<file path="src/rtl/core/tcw_pkg.sv">
// ----------------------------------------------------------------------------
// tcw_pkg: shared types and constants of the text console writer
// Request codes, register indexes, character constants, sequencer states
// and small helpers for geometry saturation and whitespace detection.
// ----------------------------------------------------------------------------
`default_nettype none

package tcw_pkg;

  localparam int CELL_W = 16;

  localparam logic [7:0]        CH_TAB     = 8'd9;
  localparam logic [7:0]        CH_NEWLINE = 8'd10;
  localparam logic [7:0]        CH_SPACE   = 8'd32;
  localparam logic [CELL_W-1:0] BLANK_CELL = 16'h0720;

  typedef enum logic [1:0] {
    REQ_PUT   = 2'd0,
    REQ_SET   = 2'd1,
    REQ_CLEAR = 2'd2,
    REQ_READ  = 2'd3
  } req_type_t;

  typedef enum logic [1:0] {
    CFG_COLOR   = 2'd0,
    CFG_COLUMNS = 2'd1,
    CFG_ROWS    = 2'd2
  } cfg_index_t;

  typedef enum logic [3:0] {
    ST_INIT,
    ST_IDLE,
    ST_PUT_ADDR,
    ST_PUT_WR,
    ST_FILL,
    ST_SCROLL_ADDR,
    ST_COPY,
    ST_READ,
    ST_DONE
  } state_t;

  typedef enum logic [1:0] {
    FK_NEWLINE,
    FK_SCROLL,
    FK_CLEAR
  } fill_kind_t;

  // Saturate a raw count to 1..max_val and return it minus one.
  function automatic int eff_m1(input int raw, input int max_val);
    int res;
    if (raw < 1) begin
      res = 0;
    end else if (raw > max_val) begin
      res = max_val - 1;
    end else begin
      res = raw - 1;
    end
    return res;
  endfunction

  function automatic logic is_white(input logic [7:0] c);
    return (c == CH_SPACE) || ((c >= 8'd9) && (c <= 8'd13));
  endfunction

endpackage

`default_nettype wire

</file>
<file path="src/rtl/core/tcw_addr_unit.sv">
// ----------------------------------------------------------------------------
// tcw_addr_unit: shared cell address unit
// Registered row * columns + column; holds its result while not enabled.
// ----------------------------------------------------------------------------
`default_nettype none

module tcw_addr_unit
  import tcw_pkg::*;
#(
  parameter int ROW_W  = 5,
  parameter int COL_W  = 7,
  parameter int ADDR_W = 11
) (
  input  wire logic              clk,
  input  wire logic              en,
  input  wire logic [ROW_W-1:0]  row,
  input  wire logic [COL_W-1:0]  col,
  input  wire logic [COL_W-1:0]  cols_m1,
  output logic      [ADDR_W-1:0] addr_q
);

  localparam int PROD_W = ROW_W + COL_W + 1;

  logic [PROD_W-1:0] cols_full;
  logic [PROD_W-1:0] lin;

  always_comb begin
    cols_full = PROD_W'(cols_m1) + PROD_W'(1);
    lin       = PROD_W'(row) * cols_full + PROD_W'(col);
  end

  always_ff @(posedge clk) begin
    if (en) begin
      addr_q <= ADDR_W'(lin);
    end
  end

endmodule

`default_nettype wire

</file>
<file path="config.mk">
export PLATFORM = sky130hd
export DESIGN_NAME = tcw_addr_unit
export DESIGN_NICKNAME = d
export VERILOG_FILES = /design/src/rtl/core/tcw_pkg.sv /design/src/rtl/core/tcw_addr_unit.sv
export SDC_FILE = /design/constraint.sdc
export NUM_CORES = 1
export LEC_CHECK = 0
export ABC_AREA = 1
export BUFFER_PORTS_ARGS = -buffer_cell sky130_fd_sc_hd__clkbuf_2
export CORE_ASPECT_RATIO = 0.9
export CORE_UTILIZATION = 51
export CTS_CLUSTER_SIZE = 30
export DETAILED_ROUTE_END_ITERATION = 10
export MAX_ROUTING_LAYER = met4
export PLACE_DENSITY_LB_ADDON = 0.15
export SETUP_SLACK_MARGIN = 0.15
export SYNTH_ARGS = -nofsm -noshare
export SYNTH_HDL_FRONTEND = slang
export SYNTH_SLANG_ARGS = --single-unit
</file>
<file path="constraint.sdc">
create_clock -name clk -period 3.8 [get_ports clk]
set_input_delay 0.19 -clock clk [delete_from_list [all_inputs] [get_ports clk]]
set_output_delay 0.19 -clock clk [all_outputs]
set_load 0.02 [all_outputs]
</file>
Word-level counts from Yosys, hierarchy flattened
Cells that the tools add are included.
{ "word_totals": {"reg_bits": 11, "output_inout_bits": 11} }
{ "classes": {"add_sub_neg": 2, "mul": 1} }
{ "ops": {"columns": ["cell", "n"], "rows": [
  ["11-bit by 7-bit adder with 11-bit output", 1],
  ["5-bit by 8-bit multiplier with 11-bit output", 1],
  ["7-bit by 1-bit adder with 8-bit output (second input constant)", 1]
]} }

Logic depth before layout (Yosys ltp)
{ "logic_depth": {"ltp_word": 3, "mapped_depth": 21, "mapped_depth_nobuf": 21} }

Least setup slack after synthesis
No wires, ideal clock.
{ "synth_path": {"kind": "input-to-reg", "from": "input cols_m1[0]", "to": "register addr_q[10] (data pin)", "setup_time_ns": 0.252, "t_arrival_ns": 3.434, "path_slack_ns": 0.114, "cell_stages": 18, "n_path_buf": 0, "path_cell_list": "ha_1 nand2_2 inv_1 nor2_1 inv_1 nor2_1 fa_1 fa_1 inv_1 fa_1 inv_1 ha_1 a21oi_1 o21ai_0 a31oi_1 inv_1 nand2_1 nand2_1"} }
{ "synth_via": {"elab_chain_cells": 3} }
{ "synth_rtl": {"columns": ["element", "line", "text"], "rows": [
  ["from (decl)", "tcw_addr_unit.sv:18", "input wire logic [COL_W-1:0] cols_m1,"],
  ["7-bit by 1-bit adder with 8-bit output", "tcw_addr_unit.sv:28", "cols_full = PROD_W'(cols_m1) + PROD_W'(1);"],
  ["5-bit by 8-bit multiplier with 11-bit output", "tcw_addr_unit.sv:29", "lin = PROD_W'(row) * cols_full + PROD_W'(col);"],
  ["11-bit by 7-bit adder with 11-bit output", "tcw_addr_unit.sv:29", null],
  ["via lin[10]", "tcw_addr_unit.sv:25", "logic [PROD_W-1:0] lin;"],
  ["to (signal assigned)", "tcw_addr_unit.sv:34", "addr_q <= ADDR_W'(lin);"],
  ["to (decl)", "tcw_addr_unit.sv:19", "output logic [ADDR_W-1:0] addr_q"]
]} }
The timed path passes the listed nets, and every way through them passes these cells.
A chain may end at the register's enable or synchronous reset.

Final worst setup path
{ "layout_path": {"from": "input cols_m1[1]", "to": "register addr_q[8] (data pin)"} }
Same word-level chain as after synthesis.

==> flow_summary.yaml <==
power:
  p_sw_mw: 0.567
  p_leak_nw: 1.25
  p_comb_share_pct: 73.5
  netSwitchingFraction_pct: 44.0
  cellInternalPower_mw: 0.722
  worst_ir_drop_vdd_mv: 0.317
  pwr-share-seq_pct: 17.4
  powerDensity_nw_per_um2: 536
  clockPowerShare_pct: 9.1
route:
  postRouteAntennaNets: 0
  drc_errors: 0
  vias: 1543
  drt_iter0_markers: 57
  vias_per_cell: 4.87
  wl_um: 3830
  firstDrtPassIters: 4
  drt-wirelength-per-cell_um: 12.1
floorplanning:
  core_um2: 3380
  fp.dieArea_um2: 3790
  rows: 20
  start_util_pct: 53.6
  die_w_um: 64.8
  fp.dieH_um: 58.5
  pin_count: 32
global_route:
  grt_max_degree: 12
  grt_pass1_vias: 1470
  antenna_found_initial: 0
  overflow: 0
  groute.layer.met2.usage_pct: 33.6
  busiest_layer: "met2"
  grt.total_usage_pct: 22.5
  grt_pass1_wl_um: 6250
  grt_use_met1_pct: 31.3
  met3_usage_pct: 4.65
finish:
  nets: 337
  multi_input_area_um2: 1430
  largest_reg_flops: 11
  area_delta_synth_final_pct: 32.8
  stdcell_count: 317
  reg_top3: "addr_q (11)"
  drive_gt1_share_pct: 37.4
  mostFrequentLayoutCells: "inv_1, nand2_1, clkbuf_2"
  n_antenna_cell: 0
  final_common_cell: "inv_1"
  regArea_um2: 330
  largest_register: "addr_q"
  num-fill-cells: 272
status:
  status: "finished clean"
logic_synthesis:
  syn_avg_cell_area_um2: 8.30
  synth_flop_cell: "edfxtp_1"
  ys_types: 25
  ys_async_sr_fraction_pct: 0
  synth_edf_count: 11
  synth_cells: 218
  ys_warn_count: 0
  syn_nets: 281
  netlist_area_um2: 1810
  yosysSeqAreaShare_pct: 18.2
  ys_ff_latch: 11
timing:
  setup_viol: 0
  relSlewSlack_pct: 81.8
  period_minus_slack_ns: 3.51
  clock.fmax_mhz: 285
  finalMaxSlewViolations: 0
  fin_tns_setup_ns: 0
  hold_viol_final: 0
  rsz0062_at_grt: "false"
  worstMarginPinSlew_ns: 0.273
  finalCritPeriodShare_pct: 92.3
clocking:
  htree_levels: 1
  cts_max_path_buffers: 2
  clk_pin_slew_ns: 0.05
  cts_tree: "built"
  cts_buffers: 3
  cts-root-buf: "clkbuf_8"
  cts_sinks: 11
worst_setup_path:
  arrival_ns: 3.49
  critPathMaxFanout: 4
  crit_start: "cols_m1[1]"
  required_ns: 3.79
  cp-start-kind: "input port"
  endpoint_kind: "register"
  critPathKind: "input port to register"
placed_design:
  port_buffers: 31
  dp_hpwl_um: 3160
  place.gp.congestion: 0.863
  placed_cells: 312
flow_run:
  maxCapViolations: 0
worst_hold_path:
  hp-class: "input port to register"
  hp-start: "col[0]"
  min_path_cells: 2
  holdPathEnd: "addr_q[0]$_DFFE_PP_"
-- repair_timing --
item                                    CTS  global route
buffers inserted                          0             1
gates resized for setup                   2            42
hold buffers                              0             0
pin swaps                                 2            21
endpoints found under the setup margin    1             6
cloned                                    0             0
-- cell families after synthesis --
kind of cell / share of synthesized area (%)
flops: 18.2
buf+inv: 12.7
simple gates: 21.9
fa+ha+maj: 39.0
compound gates: 4.35
xor+xnor: 3.80
-- Yosys cell counts, types with 2 or more instances --
cell / count / area [um^2]
o21ai_0: 2 / 10.0
nor2_4: 3 / 33.8
nand3_1: 7 / 35.0
inv_2: 3 / 11.3
xor2_1: 5 / 43.8
o221ai_1: 2 / 17.5
nand2_1: 39 / 146
nand2_2: 3 / 18.8
fa_1: 24 / 480
nand4_1: 4 / 25.0
inv_1: 57 / 214
ha_1: 18 / 225
nor2_1: 24 / 90.1
edfxtp_1: 11 / 330
a21oi_1: 6 / 30.0
-- routing by layer --
metal / wire, um / share of wire [%] / up-vias
li1: - / - / 769
met1: 1710 / 45 / 732
met2: 1870 / 49 / 40
met3: 223 / 5.8 / 2
met4: 23 / 0.60 / 0
met5: 0 / 0 / -
-- critical path, cell delays in order --
cell	delay [ns]
buf_4	0.10
nand2_2	0.06
nor2_4	0.11
inv_2	0.06
nor2_4	0.12
xor2_2	0.23
inv_2	0.10
nor2_2	0.12
fa_1	0.43
inv_1	0.08
fa_1	0.43
fa_1	0.55
inv_1	0.06
ha_4	0.28
nand2_1	0.10
inv_2	0.09
nand3_1	0.10
o221ai_2	0.17
xor2_1	0.09
-- worst max path at each step --
stage,to,slack (ns),cells past startpoint
floorplan,addr_q[10]$_DFFE_PP_,0.16,20
global placement,addr_q[10]$_DFFE_PP_,-0.07,19
detailed placement,addr_q[10]$_DFFE_PP_,-0.14,19
CTS,addr_q[10]$_DFFE_PP_,0.16,20
global route,addr_q[8]$_DFFE_PP_,0.10,19
finish,addr_q[8]$_DFFE_PP_,0.29,19
-- area by class of cell --
type | count | share of cell area, %
Multi-Input combinational cell | 146 | 59.4
Sequential cell | 11 | 13.7
Timing Repair Buffer | 52 | 13.4
Inverter | 60 | 9.37
Tap cell | 44 | 2.29
Clock buffer | 4 | 1.87
-- metrics by stage --
step	hold slack [ns]	setup WS [ns]	utilization (%)	power, mW	area, um^2
3_5_place_dp	0.518	-0.140	64.2	0.961	2170
2_1_floorplan	0.302	0.158	-	0.704	1810
4_1_cts	0.272	0.158	65.6	1.09	2220
3_3_place_gp	0.498	-0.0697	64.2	0.951	2170
5_1_grt	0.276	0.102	71.2	1.40	2400
6_report	0.264	0.292	71.2	1.29	2400
-- power by group through the flow --
stage | Sequential [mW] | Combinational, mW | Clock, mW
after global placement | 0.226 | 0.725 | 0
after detailed placement | 0.227 | 0.734 | 0
after CTS | 0.225 | 0.743 | 0.119
after global routing | 0.228 | 1.05 | 0.123
after floorplan | 0.291 | 0.412 | 0
final | 0.224 | 0.948 | 0.117
(Power assumes the default switching activity.)
